**src/design/assert_macros.svh**
```systemverilog
// Assertion macros used by the rate controller's control module.
`ifndef ASSERT_MACROS_SVH
`define ASSERT_MACROS_SVH

// same-cycle implication
`define QRC_ASSERT_IMP(lbl, ante, cons, msg) \
	lbl: assert property (@(posedge clk) disable iff (!arst_n) (ante) |-> (cons)) \
		else $error(msg);

// next-cycle implication
`define QRC_ASSERT_NEXT(lbl, ante, cons, msg) \
	lbl: assert property (@(posedge clk) disable iff (!arst_n) (ante) |=> (cons)) \
		else $error(msg);

`endif

```
**src/design/qrc_pkg.sv**
```systemverilog
// Types and constants of the quad rate controller and mixer.
package qrc_pkg;

	localparam int CFG_IDX_W  = 3;
	localparam int CFG_DATA_W = 16;
	localparam int KW         = 22;

	localparam logic [CFG_IDX_W-1:0] REG_KP_GAIN       = 3'd0;
	localparam logic [CFG_IDX_W-1:0] REG_FULL_CTRL     = 3'd1;
	localparam logic [CFG_IDX_W-1:0] REG_MAX_THRUST    = 3'd2;
	localparam logic [CFG_IDX_W-1:0] REG_RATE_ALPHA    = 3'd3;
	localparam logic [CFG_IDX_W-1:0] REG_OFFSET_ALPHA  = 3'd4;
	localparam logic [CFG_IDX_W-1:0] REG_LEARN_COUNT   = 3'd5;
	localparam logic [CFG_IDX_W-1:0] REG_SEND_INTERVAL = 3'd6;

	// gyro, seed and setpoint scales as fractions of 2^32
	localparam logic signed [KW-1:0] K_GYRO = 22'sd1364099;
	localparam logic signed [KW-1:0] K_SEED = 22'sd1143819;
	localparam logic signed [KW-1:0] K_SETP = 22'sd749472;
	localparam logic [15:0]          SETP_ZERO = 16'd9999;

	typedef struct packed {
		logic [15:0] kp_gain;
		logic [9:0]  full_control_start;
		logic [9:0]  max_thrust;
		logic [15:0] rate_alpha;
		logic [15:0] offset_alpha;
		logic [15:0] offset_learn_count;
		logic [7:0]  send_interval;
	} qrc_cfg_t;

	typedef enum logic [2:0] {
		OP_SEED,
		OP_GYRO,
		OP_BIAS,
		OP_FILT,
		OP_SETP,
		OP_CORR
	} qrc_op_t;

	typedef struct packed {
		logic       load;
		logic       mul;
		logic       wb;
		qrc_op_t    op;
		logic [1:0] axis;
		logic       mix;
		logic       out_load;
	} qrc_cmd_t;

	typedef enum logic [3:0] {
		ST_IDLE,
		ST_SEED_M,
		ST_SEED_W,
		ST_GYRO_M,
		ST_GYRO_W,
		ST_BIAS_M,
		ST_BIAS_W,
		ST_FILT_M,
		ST_FILT_W,
		ST_SETP_M,
		ST_SETP_W,
		ST_CORR_M,
		ST_CORR_W,
		ST_MIX,
		ST_CLAMP
	} qrc_state_t;

endpackage

```
**src/design/quad_rate_controller_mixer.sv**
```systemverilog
// Top level of the quadrotor P rate controller with X-frame motor mixer.
// Input channel: in_valid/in_ready carry one gyro sample, roll and pitch rate
// setpoints and thrust per item. Output channel: out_valid/out_ready carry four
// motor values, produced for every send_interval-th item starting with the first.
// Config: cfg_we/cfg_index/cfg_data write one register per cycle; the user must
// write only while idle, since the block itself does not enforce it. One shared
// multiplier does every product, each in an issue and a write-back step:
// 3 per axis gyro/bias/filter steps, 2 setpoints, 3 gains, then mix and clamp.
// The bias steps run only while bias learning runs; an item that emits nothing
// skips mix and clamp. The very first item after reset adds seeding steps.
// in_ready is high only between items. A finished result waits in the output
// register; the next item is accepted meanwhile and, if it emits, holds in its
// last step until the waiting result is taken.
// Reset clears the counters, the seed flag and out_valid and restores register
// defaults; filter state is seeded from the first item after reset.
module quad_rate_controller_mixer #(
	parameter int GYRO_WIDTH  = 16,
	parameter int RATE_WIDTH  = 24,
	parameter int MOTOR_WIDTH = 10
) (
	input  logic                           clk,
	input  logic                           arst_n,
	input  logic                           in_valid,
	output logic                           in_ready,
	input  logic signed [GYRO_WIDTH-1:0]   gyro_x,
	input  logic signed [GYRO_WIDTH-1:0]   gyro_y,
	input  logic signed [GYRO_WIDTH-1:0]   gyro_z,
	input  logic [15:0]                    roll_rate_setpoint,
	input  logic [15:0]                    pitch_rate_setpoint,
	input  logic [15:0]                    thrust_setpoint,
	output logic                           out_valid,
	input  logic                           out_ready,
	output logic [MOTOR_WIDTH-1:0]         motor_front,
	output logic [MOTOR_WIDTH-1:0]         motor_right,
	output logic [MOTOR_WIDTH-1:0]         motor_back,
	output logic [MOTOR_WIDTH-1:0]         motor_left,
	input  logic                           cfg_we,
	input  logic [qrc_pkg::CFG_IDX_W-1:0]  cfg_index,
	input  logic [qrc_pkg::CFG_DATA_W-1:0] cfg_data
);
	import qrc_pkg::*;

	qrc_cfg_t cfg;
	qrc_cmd_t cmd;

	qrc_cfg u_cfg (
		.clk       (clk),
		.arst_n    (arst_n),
		.cfg_we    (cfg_we),
		.cfg_index (cfg_index),
		.cfg_data  (cfg_data),
		.cfg       (cfg)
	);

	qrc_ctrl u_ctrl (
		.clk       (clk),
		.arst_n    (arst_n),
		.cfg       (cfg),
		.in_valid  (in_valid),
		.in_ready  (in_ready),
		.out_valid (out_valid),
		.out_ready (out_ready),
		.cmd       (cmd)
	);

	qrc_dp #(
		.GYRO_WIDTH  (GYRO_WIDTH),
		.RATE_WIDTH  (RATE_WIDTH),
		.MOTOR_WIDTH (MOTOR_WIDTH)
	) u_dp (
		.clk                 (clk),
		.cmd                 (cmd),
		.cfg                 (cfg),
		.gyro_x              (gyro_x),
		.gyro_y              (gyro_y),
		.gyro_z              (gyro_z),
		.roll_rate_setpoint  (roll_rate_setpoint),
		.pitch_rate_setpoint (pitch_rate_setpoint),
		.thrust_setpoint     (thrust_setpoint),
		.motor_front         (motor_front),
		.motor_right         (motor_right),
		.motor_back          (motor_back),
		.motor_left          (motor_left)
	);

endmodule

```
**src/design/qrc_cfg.sv**
```systemverilog
// Configuration register file of the quad rate controller.
module qrc_cfg (
	input  logic                             clk,
	input  logic                             arst_n,
	input  logic                             cfg_we,
	input  logic [qrc_pkg::CFG_IDX_W-1:0]    cfg_index,
	input  logic [qrc_pkg::CFG_DATA_W-1:0]   cfg_data,
	output qrc_pkg::qrc_cfg_t                cfg
);
	import qrc_pkg::*;

	qrc_cfg_t cfg_q;

	always_ff @(posedge clk or negedge arst_n) begin
		if (!arst_n) begin
			cfg_q.kp_gain            <= 16'd7680;
			cfg_q.full_control_start <= 10'd150;
			cfg_q.max_thrust         <= 10'd511;
			cfg_q.rate_alpha         <= 16'd5898;
			cfg_q.offset_alpha       <= 16'd66;
			cfg_q.offset_learn_count <= 16'd5000;
			cfg_q.send_interval      <= 8'd5;
		end else if (cfg_we) begin
			unique case (cfg_index)
				REG_KP_GAIN:       cfg_q.kp_gain            <= cfg_data;
				REG_FULL_CTRL:     cfg_q.full_control_start <= cfg_data[9:0];
				REG_MAX_THRUST:    cfg_q.max_thrust         <= cfg_data[9:0];
				REG_RATE_ALPHA:    cfg_q.rate_alpha         <= cfg_data;
				REG_OFFSET_ALPHA:  cfg_q.offset_alpha       <= cfg_data;
				REG_LEARN_COUNT:   cfg_q.offset_learn_count <= cfg_data;
				REG_SEND_INTERVAL: cfg_q.send_interval      <= cfg_data[7:0];
				default: ;
			endcase
		end
	end

	assign cfg = cfg_q;

endmodule

```
**src/design/qrc_dp.sv**
```systemverilog
// Datapath: shared multiplier, filter state, mixer and motor clamp.
module qrc_dp #(
	parameter int GYRO_WIDTH  = 16,
	parameter int RATE_WIDTH  = 24,
	parameter int MOTOR_WIDTH = 10
) (
	input  logic                          clk,
	input  qrc_pkg::qrc_cmd_t             cmd,
	input  qrc_pkg::qrc_cfg_t             cfg,
	input  logic signed [GYRO_WIDTH-1:0]  gyro_x,
	input  logic signed [GYRO_WIDTH-1:0]  gyro_y,
	input  logic signed [GYRO_WIDTH-1:0]  gyro_z,
	input  logic [15:0]                   roll_rate_setpoint,
	input  logic [15:0]                   pitch_rate_setpoint,
	input  logic [15:0]                   thrust_setpoint,
	output logic [MOTOR_WIDTH-1:0]        motor_front,
	output logic [MOTOR_WIDTH-1:0]        motor_right,
	output logic [MOTOR_WIDTH-1:0]        motor_back,
	output logic [MOTOR_WIDTH-1:0]        motor_left
);
	import qrc_pkg::*;

	localparam int RF = RATE_WIDTH - 6;
	localparam int SH = 32 - RF;
	localparam int AW = (GYRO_WIDTH > RATE_WIDTH + 1) ? GYRO_WIDTH : RATE_WIDTH + 1;
	localparam int PW = AW + KW;
	localparam int SW = PW + 2;
	localparam int CW = RATE_WIDTH + 10;
	localparam int MW = RATE_WIDTH + 24;
	localparam logic signed [SW-1:0] RHI = SW'((64'sd1 <<< (RATE_WIDTH - 1)) - 64'sd1);
	localparam logic signed [SW-1:0] RLO = SW'(-(64'sd1 <<< (RATE_WIDTH - 1)));
	localparam logic signed [MW-1:0] MTOP = MW'((64'sd1 <<< MOTOR_WIDTH) - 64'sd1);

	function automatic logic signed [RATE_WIDTH-1:0] sat_r(input logic signed [SW-1:0] v);
		logic signed [SW-1:0] c;
		c = (v > RHI) ? RHI : ((v < RLO) ? RLO : v);
		return RATE_WIDTH'(c);
	endfunction

	// round to nearest, ties up
	function automatic logic signed [SW-1:0] rnd(input logic signed [SW-1:0] v, input int s);
		logic signed [SW-1:0] h;
		h = SW'(1) <<< (s - 1);
		return (v + h) >>> s;
	endfunction

	function automatic logic [MOTOR_WIDTH-1:0] to_motor(input logic signed [MW-1:0] m);
		logic signed [MW-1:0] u;
		u = m >>> RF;
		if (m < 0)
			return '0;
		else if (u > MTOP)
			return MTOP[MOTOR_WIDTH-1:0];
		else
			return u[MOTOR_WIDTH-1:0];
	endfunction

	logic signed [GYRO_WIDTH-1:0] g_q [3];
	logic [15:0]                  spin_q [2];
	logic [15:0]                  thrust_q;
	logic signed [RATE_WIDTH-1:0] x_q;
	logic signed [RATE_WIDTH-1:0] b_q [3];
	logic signed [RATE_WIDTH-1:0] f_q [3];
	logic signed [RATE_WIDTH-1:0] sp_q [2];
	logic signed [CW-1:0]         corr_q [3];
	logic signed [PW-1:0]         p_q;
	logic signed [MW-1:0]         msum_q [4];
	logic signed [MW-1:0]         lhi_q;
	logic signed [MW-1:0]         llo_q;
	logic [MOTOR_WIDTH-1:0]       mot_q [4];

	logic signed [RATE_WIDTH:0]   dxb, dfil, dcor;
	logic signed [RATE_WIDTH-1:0] satxb, spv;
	logic signed [16:0]           sdiff;
	logic signed [AW-1:0]         opa;
	logic signed [KW-1:0]         opb;
	logic signed [SW-1:0]         pe;

	always_comb begin
		dxb   = (RATE_WIDTH + 1)'(x_q) - (RATE_WIDTH + 1)'(b_q[cmd.axis]);
		satxb = sat_r(SW'(dxb));
		dfil  = (RATE_WIDTH + 1)'(satxb) - (RATE_WIDTH + 1)'(f_q[cmd.axis]);
		spv   = (cmd.axis == 2'd2) ? '0 : sp_q[cmd.axis[0]];
		dcor  = (RATE_WIDTH + 1)'(f_q[cmd.axis]) - (RATE_WIDTH + 1)'(spv);
		sdiff = $signed({1'b0, SETP_ZERO}) - $signed({1'b0, spin_q[cmd.axis[0]]});
		unique case (cmd.op)
			OP_SEED: begin
				opa = AW'(g_q[cmd.axis]);
				opb = K_SEED;
			end
			OP_GYRO: begin
				opa = AW'(g_q[cmd.axis]);
				opb = K_GYRO;
			end
			OP_BIAS: begin
				opa = AW'(dxb);
				opb = $signed({6'd0, cfg.offset_alpha});
			end
			OP_FILT: begin
				opa = AW'(dfil);
				opb = $signed({6'd0, cfg.rate_alpha});
			end
			OP_SETP: begin
				opa = AW'(sdiff);
				opb = K_SETP;
			end
			OP_CORR: begin
				opa = AW'(dcor);
				opb = $signed({6'd0, cfg.kp_gain});
			end
			default: begin
				opa = '0;
				opb = '0;
			end
		endcase
		pe = SW'(p_q);
	end

	always_ff @(posedge clk) begin
		if (cmd.load) begin
			g_q[0]    <= gyro_x;
			g_q[1]    <= gyro_y;
			g_q[2]    <= gyro_z;
			spin_q[0] <= roll_rate_setpoint;
			spin_q[1] <= pitch_rate_setpoint;
			thrust_q  <= thrust_setpoint;
		end
		if (cmd.mul)
			p_q <= opa * opb;
		if (cmd.wb) begin
			unique case (cmd.op)
				OP_SEED: begin
					b_q[cmd.axis] <= sat_r(rnd(pe, SH));
					f_q[cmd.axis] <= sat_r(rnd(pe, SH));
				end
				OP_GYRO: x_q <= sat_r(rnd(pe, SH));
				OP_BIAS: b_q[cmd.axis] <= sat_r(SW'(b_q[cmd.axis]) + rnd(pe, 16));
				OP_FILT: f_q[cmd.axis] <= sat_r(SW'(f_q[cmd.axis]) + rnd(pe, 16));
				OP_SETP: sp_q[cmd.axis[0]] <= sat_r(rnd(pe, SH));
				OP_CORR: corr_q[cmd.axis] <= CW'(rnd(pe, 8));
				default: ;
			endcase
		end
	end

	// thrust band and X-frame mix
	logic signed [13:0]   cap4;
	logic signed [19:0]   t4, tq;
	logic [11:0]          band, bfull;
	logic signed [MW-1:0] thr, bsh, c0, c1, c2;

	always_comb begin
		cap4  = $signed({2'b0, cfg.max_thrust, 2'b0})
			- $signed(14'(3 * {4'd0, cfg.full_control_start}));
		t4    = $signed({2'b0, thrust_q, 2'b0});
		bfull = 12'((3 * {2'd0, cfg.full_control_start}) >> 2);
		tq    = t4;
		if (t4 >= 20'(cap4)) begin
			tq   = 20'(cap4);
			band = bfull;
		end else if (thrust_q == 16'd0)
			band = '0;
		else if (thrust_q < {6'd0, cfg.full_control_start})
			band = 12'((3 * {2'd0, thrust_q[9:0]}) >> 2);
		else
			band = bfull;
		thr = MW'(tq) <<< (RF - 2);
		bsh = MW'($signed({1'b0, band})) <<< RF;
		c0  = MW'(corr_q[0]);
		c1  = MW'(corr_q[1]);
		c2  = MW'(corr_q[2]);
	end

	always_ff @(posedge clk) begin
		if (cmd.mix) begin
			msum_q[0] <= thr + c0 + c1 + c2;
			msum_q[1] <= thr - c0 + c1 - c2;
			msum_q[2] <= thr - c0 - c1 + c2;
			msum_q[3] <= thr + c0 - c1 - c2;
			lhi_q     <= thr + bsh;
			llo_q     <= thr - bsh;
		end
		if (cmd.out_load) begin
			for (int i = 0; i < 4; i++) begin
				if (msum_q[i] < llo_q)
					mot_q[i] <= to_motor(llo_q);
				else if (msum_q[i] > lhi_q)
					mot_q[i] <= to_motor(lhi_q);
				else
					mot_q[i] <= to_motor(msum_q[i]);
			end
		end
	end

	assign motor_front = mot_q[0];
	assign motor_right = mot_q[1];
	assign motor_back  = mot_q[2];
	assign motor_left  = mot_q[3];

endmodule

```
**src/design/qrc_ctrl.sv**
```systemverilog
// Controller: step sequencer, learn and send counters, output valid.
`include "assert_macros.svh"
module qrc_ctrl (
	input  logic              clk,
	input  logic              arst_n,
	input  qrc_pkg::qrc_cfg_t cfg,
	input  logic              in_valid,
	output logic              in_ready,
	output logic              out_valid,
	input  logic              out_ready,
	output qrc_pkg::qrc_cmd_t cmd
);
	import qrc_pkg::*;

	qrc_state_t state_q, state_d;
	logic [1:0]  axis_q, axis_d;
	logic        seeded_q, learning_q, emit_q, out_valid_q;
	logic [15:0] learn_q, learn_n;
	logic [7:0]  send_q, interval;
	logic [8:0]  send_inc;
	logic        in_acc;

	assign in_acc   = in_valid && in_ready;
	assign interval = (cfg.send_interval == 8'd0) ? 8'd1 : cfg.send_interval;
	assign learn_n  = (learn_q == 16'hFFFF) ? learn_q : learn_q + 16'd1;
	assign send_inc = {1'b0, send_q} + 9'd1;

	always_ff @(posedge clk or negedge arst_n) begin
		if (!arst_n) begin
			state_q     <= ST_IDLE;
			axis_q      <= '0;
			seeded_q    <= 1'b0;
			learning_q  <= 1'b0;
			emit_q      <= 1'b0;
			learn_q     <= '0;
			send_q      <= '0;
			out_valid_q <= 1'b0;
		end else begin
			state_q <= state_d;
			axis_q  <= axis_d;
			if (in_acc) begin
				seeded_q   <= 1'b1;
				learn_q    <= learn_n;
				learning_q <= learn_n < cfg.offset_learn_count;
				emit_q     <= send_q == 8'd0;
				send_q     <= (send_inc >= {1'b0, interval}) ? 8'd0 : send_inc[7:0];
			end
			if (cmd.out_load)
				out_valid_q <= 1'b1;
			else if (out_ready)
				out_valid_q <= 1'b0;
		end
	end

	always_comb begin
		state_d  = state_q;
		axis_d   = axis_q;
		in_ready = 1'b0;
		cmd      = '0;
		cmd.axis = axis_q;
		unique case (state_q)
			ST_IDLE: begin
				in_ready = 1'b1;
				if (in_valid) begin
					cmd.load = 1'b1;
					axis_d   = '0;
					state_d  = seeded_q ? ST_GYRO_M : ST_SEED_M;
				end
			end
			ST_SEED_M: begin
				cmd.op  = OP_SEED;
				cmd.mul = 1'b1;
				state_d = ST_SEED_W;
			end
			ST_SEED_W: begin
				cmd.op  = OP_SEED;
				cmd.wb  = 1'b1;
				axis_d  = (axis_q == 2'd2) ? 2'd0 : axis_q + 2'd1;
				state_d = (axis_q == 2'd2) ? ST_GYRO_M : ST_SEED_M;
			end
			ST_GYRO_M: begin
				cmd.op  = OP_GYRO;
				cmd.mul = 1'b1;
				state_d = ST_GYRO_W;
			end
			ST_GYRO_W: begin
				cmd.op  = OP_GYRO;
				cmd.wb  = 1'b1;
				state_d = learning_q ? ST_BIAS_M : ST_FILT_M;
			end
			ST_BIAS_M: begin
				cmd.op  = OP_BIAS;
				cmd.mul = 1'b1;
				state_d = ST_BIAS_W;
			end
			ST_BIAS_W: begin
				cmd.op  = OP_BIAS;
				cmd.wb  = 1'b1;
				state_d = ST_FILT_M;
			end
			ST_FILT_M: begin
				cmd.op  = OP_FILT;
				cmd.mul = 1'b1;
				state_d = ST_FILT_W;
			end
			ST_FILT_W: begin
				cmd.op  = OP_FILT;
				cmd.wb  = 1'b1;
				axis_d  = (axis_q == 2'd2) ? 2'd0 : axis_q + 2'd1;
				state_d = (axis_q == 2'd2) ? ST_SETP_M : ST_GYRO_M;
			end
			ST_SETP_M: begin
				cmd.op  = OP_SETP;
				cmd.mul = 1'b1;
				state_d = ST_SETP_W;
			end
			ST_SETP_W: begin
				cmd.op  = OP_SETP;
				cmd.wb  = 1'b1;
				axis_d  = (axis_q == 2'd1) ? 2'd0 : axis_q + 2'd1;
				state_d = (axis_q == 2'd1) ? ST_CORR_M : ST_SETP_M;
			end
			ST_CORR_M: begin
				cmd.op  = OP_CORR;
				cmd.mul = 1'b1;
				state_d = ST_CORR_W;
			end
			ST_CORR_W: begin
				cmd.op  = OP_CORR;
				cmd.wb  = 1'b1;
				axis_d  = (axis_q == 2'd2) ? 2'd0 : axis_q + 2'd1;
				if (axis_q != 2'd2)
					state_d = ST_CORR_M;
				else
					state_d = emit_q ? ST_MIX : ST_IDLE;
			end
			ST_MIX: begin
				cmd.mix = 1'b1;
				state_d = ST_CLAMP;
			end
			ST_CLAMP: begin
				if (!out_valid_q || out_ready) begin
					cmd.out_load = 1'b1;
					state_d      = ST_IDLE;
				end
			end
			default: state_d = ST_IDLE;
		endcase
	end

	assign out_valid = out_valid_q;

	`QRC_ASSERT_IMP(a_no_overwrite, cmd.out_load, !out_valid_q || out_ready, "result overwritten")
	`QRC_ASSERT_NEXT(a_seed_sticky, seeded_q, seeded_q, "seeded flag dropped")
	`QRC_ASSERT_NEXT(a_send_range, in_acc, send_q < $past(interval), "send counter out of range")
	`QRC_ASSERT_NEXT(a_start, in_acc, state_q == ST_SEED_M || state_q == ST_GYRO_M, "bad start")

endmodule
```
**config.mk**
```make
export PLATFORM = sky130hd
export DESIGN_NAME = quad_rate_controller_mixer
export DESIGN_NICKNAME = d
export VERILOG_FILES = /design/src/design/qrc_pkg.sv /design/src/design/quad_rate_controller_mixer.sv /design/src/design/qrc_cfg.sv /design/src/design/qrc_dp.sv /design/src/design/qrc_ctrl.sv
export VERILOG_INCLUDE_DIRS = /design/src /design/src/design
export SDC_FILE = /design/constraint.sdc
export NUM_CORES = 2
export LEC_CHECK = 0
export ABC_CLOCK_PERIOD_IN_PS = 35200
export BUFFER_PORTS_ARGS = -buffer_cell sky130_fd_sc_hd__buf_2
export CAP_MARGIN = 0
export CELL_PAD_IN_SITES_DETAIL_PLACEMENT = 0
export CELL_PAD_IN_SITES_GLOBAL_PLACEMENT = 1
export CORE_MARGIN = 4
export CORE_UTILIZATION = 56
export CTS_BUF_LIST = sky130_fd_sc_hd__clkbuf_16
export CTS_CLUSTER_DIAMETER = 60
export DETAILED_ROUTE_END_ITERATION = 8
export MAX_ROUTING_LAYER = met4
export PLACE_DENSITY = 0.94
export SLEW_MARGIN = 20
export SYNTH_ARGS = -nofsm -noshare
export SYNTH_HDL_FRONTEND = slang
export SYNTH_SLANG_ARGS = --single-unit
```
**constraint.sdc**
```tcl
create_clock -name clk -period 35.2 [get_ports clk]
set_clock_uncertainty 0.2 [all_clocks]
set_input_delay 7.04 -clock clk [delete_from_list [all_inputs] [get_ports clk]]
set_output_delay 7.04 -clock clk [all_outputs]
set_load 0.1 [all_outputs]
```
==> results by group <==
GRT
  • First-pass GRT wire length: 421000 um
  • Largest net degree at the start of global routing: 143
  • Grt ovf: 0
  • Vias in the first global route: 70.0k
  • Gr usage total: 35.0%
  • Initial antenna violation count: 10

CTS
  • CTS Buffer Depth: 3
  • TritonCTS buffer count: 107
  • Root Buffer Master: clkbuf_16
  • CTS Hold Bufs: 0
  • Worst-path clk slew: 0.06 ns
  • CTS Sinks: 849
  • Skew-Pair Late Insertion Delay: 0.74 ns
  • Setup bufs post-CTS: 0
  • TritonCTS clock tree: done
  • Post-CTS Resized: 0
  • Number of H-tree levels: 3

Synth
  • Synth Warn #: 0
  • Number of synthesized flops with an enable pin: 723
  • Post-synth top area share: 25.0%
  • Seq cells post-synth: 849
  • Synth async-reset ratio: 14.8%
  • Synthesized area: 86700 um^2
  • Synth unique cells: 120
  • Synth area leaders: edfxtp_1 25%, ha_1 14%, fa_1 13%
  • Synth area leader: edfxtp_1
  • Average cell area after synthesis: 9.46 um^2
  • Sequential fraction of the synthesis area: 28.7%
  • Post-Syn Nets: 10.8k
  • Main flop type after synthesis: edfxtp_1
  • Synth Instances: 9165

Timing
  • Final Hold Slack: 0.273 ns
  • Setup total negative slack: 0 ns
  • Period utilization: 44.4%
  • Relative slew slack: 23.0%
  • Setup repair after global routing missed its margin: false
  • Worst slew pin tran: 1.15 ns
  • Final setup fails: 0
  • Endpoints failing hold: 0
  • Max Freq: 0.0639 GHz
  • Max-slew violations: 0
  • Tmin final: 15.64 ns

Drt
  • Final ANT Viol Nets: 0
  • Vias per inst: 6.13
  • DRT iter0 DRCs: 6230
  • Drc violations: 0
  • First-pass iteration count of the detailed router: 7
  • Drt wl/cell: 24.4 um
  • Via count: 70.0k
  • Routed wire length: 279000 um

Flow run
  • MaxCap Viol Count: 0

Final layout
  • Fillers: 13.1k
  • Most common cell after layout, fill and taps aside: inv_1
  • Share of cells above drive strength 1: 7.80%
  • Flip-flop and latch area: 24900 um^2
  • Most frequent cells in the layout: 1152 x inv_1, 954 x ha_1, 723 x edfxtp_1
  • Area of the multi-input gates: 56600 um^2
  • Net count, final: 10.9k
  • Fin area: 93800 um^2
  • Synth-to-Final Area Change: 8.12%

Placement
  • GPL Wtd Cong: 1.03
  • Post-DP Area: 90000 um^2
  • DP HPWL: 226000 um
  • IO buf count: 161

Floorplanning
  • Die area: 161000 um^2
  • Boundary Pins: 162
  • Row cnt: 144
  • Die X: 402 um
  • Height of the chip: 402 um
  • Core area: 154000 um^2
  • Initial Utilization: 56.3%

Critical path
  • CP Data Arrival Time: 15.91 ns
  • Setup CP Type: flop to flop
  • Worst setup SP type: flop
  • Nature of the critical path endpoint: flop
  • Critical path fanouts, max: 77
  • Most frequent CP cell: fa_1
  • CP max stage cell: buf_4
  • Required time worst endpoint: 35.47 ns
  • Max incr delay on CP: 0.73 ns

Min path
  • Hold Crit Class: flop to flop

Outcome
  • Outcome: finished clean
## critical path: cells and delay by family (launching register included)
kind            cells  cell delay, ns
compound gates     28            6.34
fa+ha+maj          12            4.85
simple gates        8            1.85
buf+inv             8            1.28
flops               1            0.60
xor+xnor            2            0.24
## path summary, 6_finish.rpt
path | start | end | slack [ns] | cells after the start
hold reg to reg | u_ctrl.seeded_q | u_ctrl.seeded_q | 0.27 | 1
max in group asynchronous | arst_n | u_ctrl.axis_q[0] | 27.30 | 2
min in group asynchronous | arst_n | u_cfg.cfg[6] | 6.11 | 1
setup / recovery | u_ctrl.axis_q[1] | u_dp.p_q[40] | 19.56 | 58
hold / removal | u_ctrl.seeded_q | u_ctrl.seeded_q | 0.27 | 1
setup reg to reg | u_ctrl.axis_q[1] | u_dp.p_q[40] | 19.56 | 58
## per-layer routing
metal / routed length (um) / global-route usage (%) / up-vias / part of all wire [%]
met5: 0 / - / - / 0
met4: 19700 / 20.2 / 0 / 7.1
met3: 20100 / 4.91 / 763 / 7.2
met2: 131000 / 56.7 / 2949 / 47
met1: 108000 / 42.1 / 34100 / 39
li1: - / - / 32100 / -
## through the flow
| step | utilization (%) | instances | worst slack [ns] |
|---|---|---|---|
| 2_1_floorplan | - | 9165 | 17.32 |
| 3_3_place_gp | 58.4 | 11200 | 20.12 |
| 3_5_place_dp | 58.4 | 11200 | 19.85 |
| 4_1_cts | 60.8 | 11400 | 19.80 |
| 5_1_grt | 60.9 | 11400 | 18.71 |
| 6_report | 60.9 | 11400 | 19.56 |
## cells by family (layout without fill, tap and decap cells)
kind of cell | count (synthesis) | after routing | synth area share, %
fa+ha+maj | 1525 | 1525 | 26.7
xor+xnor | 619 | 619 | 6.26
mux | 251 | 251 | 3.03
buf+inv | 1423 | 1615 | 6.31
other cells | 0 | 10 | 0
flops | 849 | 849 | 28.7
simple gates | 2418 | 2418 | 13.4
compound gates | 2080 | 2080 | 15.6
## state kept, by name, summed over array words and instances, names as in the netlist, 2 cells and up
register / count
u_dp.mot_q: 40
u_dp.thrust_q: 16
u_dp.x_q: 24
u_dp.lhi_q: 18
u_dp.spin_q: 32
u_ctrl.send_q: 8
u_dp.b_q: 72
u_ctrl.axis_q: 2
u_cfg.cfg: 92
u_ctrl.state_q: 4
u_ctrl.learn_q: 16
u_dp.f_q: 72
u_dp.sp_q: 48
u_dp.llo_q: 21
u_dp.p_q: 40
u_dp.msum_q: 190
u_dp.corr_q: 102
u_dp.g_q: 48
## final cells by class
cell class / instances / area share, %
antenna: 10 / 0.0267
clock buffer: 110 / 2.94
clock inverter: 91 / 1.03
inverter: 1142 / 4.57
multi-input combinational: 6893 / 60.4
sequential: 849 / 26.6
tap: 2044 / 2.73
timing repair buffer: 272 / 1.77
## cells in the mapped netlist (20+ instances only)
cell type,count
buf_1,34
a21oi_1,653
or2_2,23
o22ai_1,20
o21ai_1,22
mux2_2,96
nor2_1,639
mux2i_1,155
inv_1,1137
nand4_1,103
nand2_1,720
edfxtp_1,723
o21ai_0,356
dfrtp_1,94
o21a_1,129
a211o_1,21
o211ai_1,33
and2_1,103
a22oi_1,38
ha_1,954
xnor2_1,438
a221oi_1,21
buf_2,20
nor2b_1,129
dfstp_2,32
nor3_1,147
a21boi_0,22
a31oi_1,76
and3_1,60
a211oi_1,57
o21bai_1,102
or3_1,41
clkbuf_1,202
fa_1,552
xor2_1,180
nor4_1,68
nand2b_1,144
a21o_1,268
nand3_1,142
o31ai_1,34
Power is left out: the tool's default activity adds up to more than one toggle a clock period on the data nets, which glitch-free logic cannot reach.
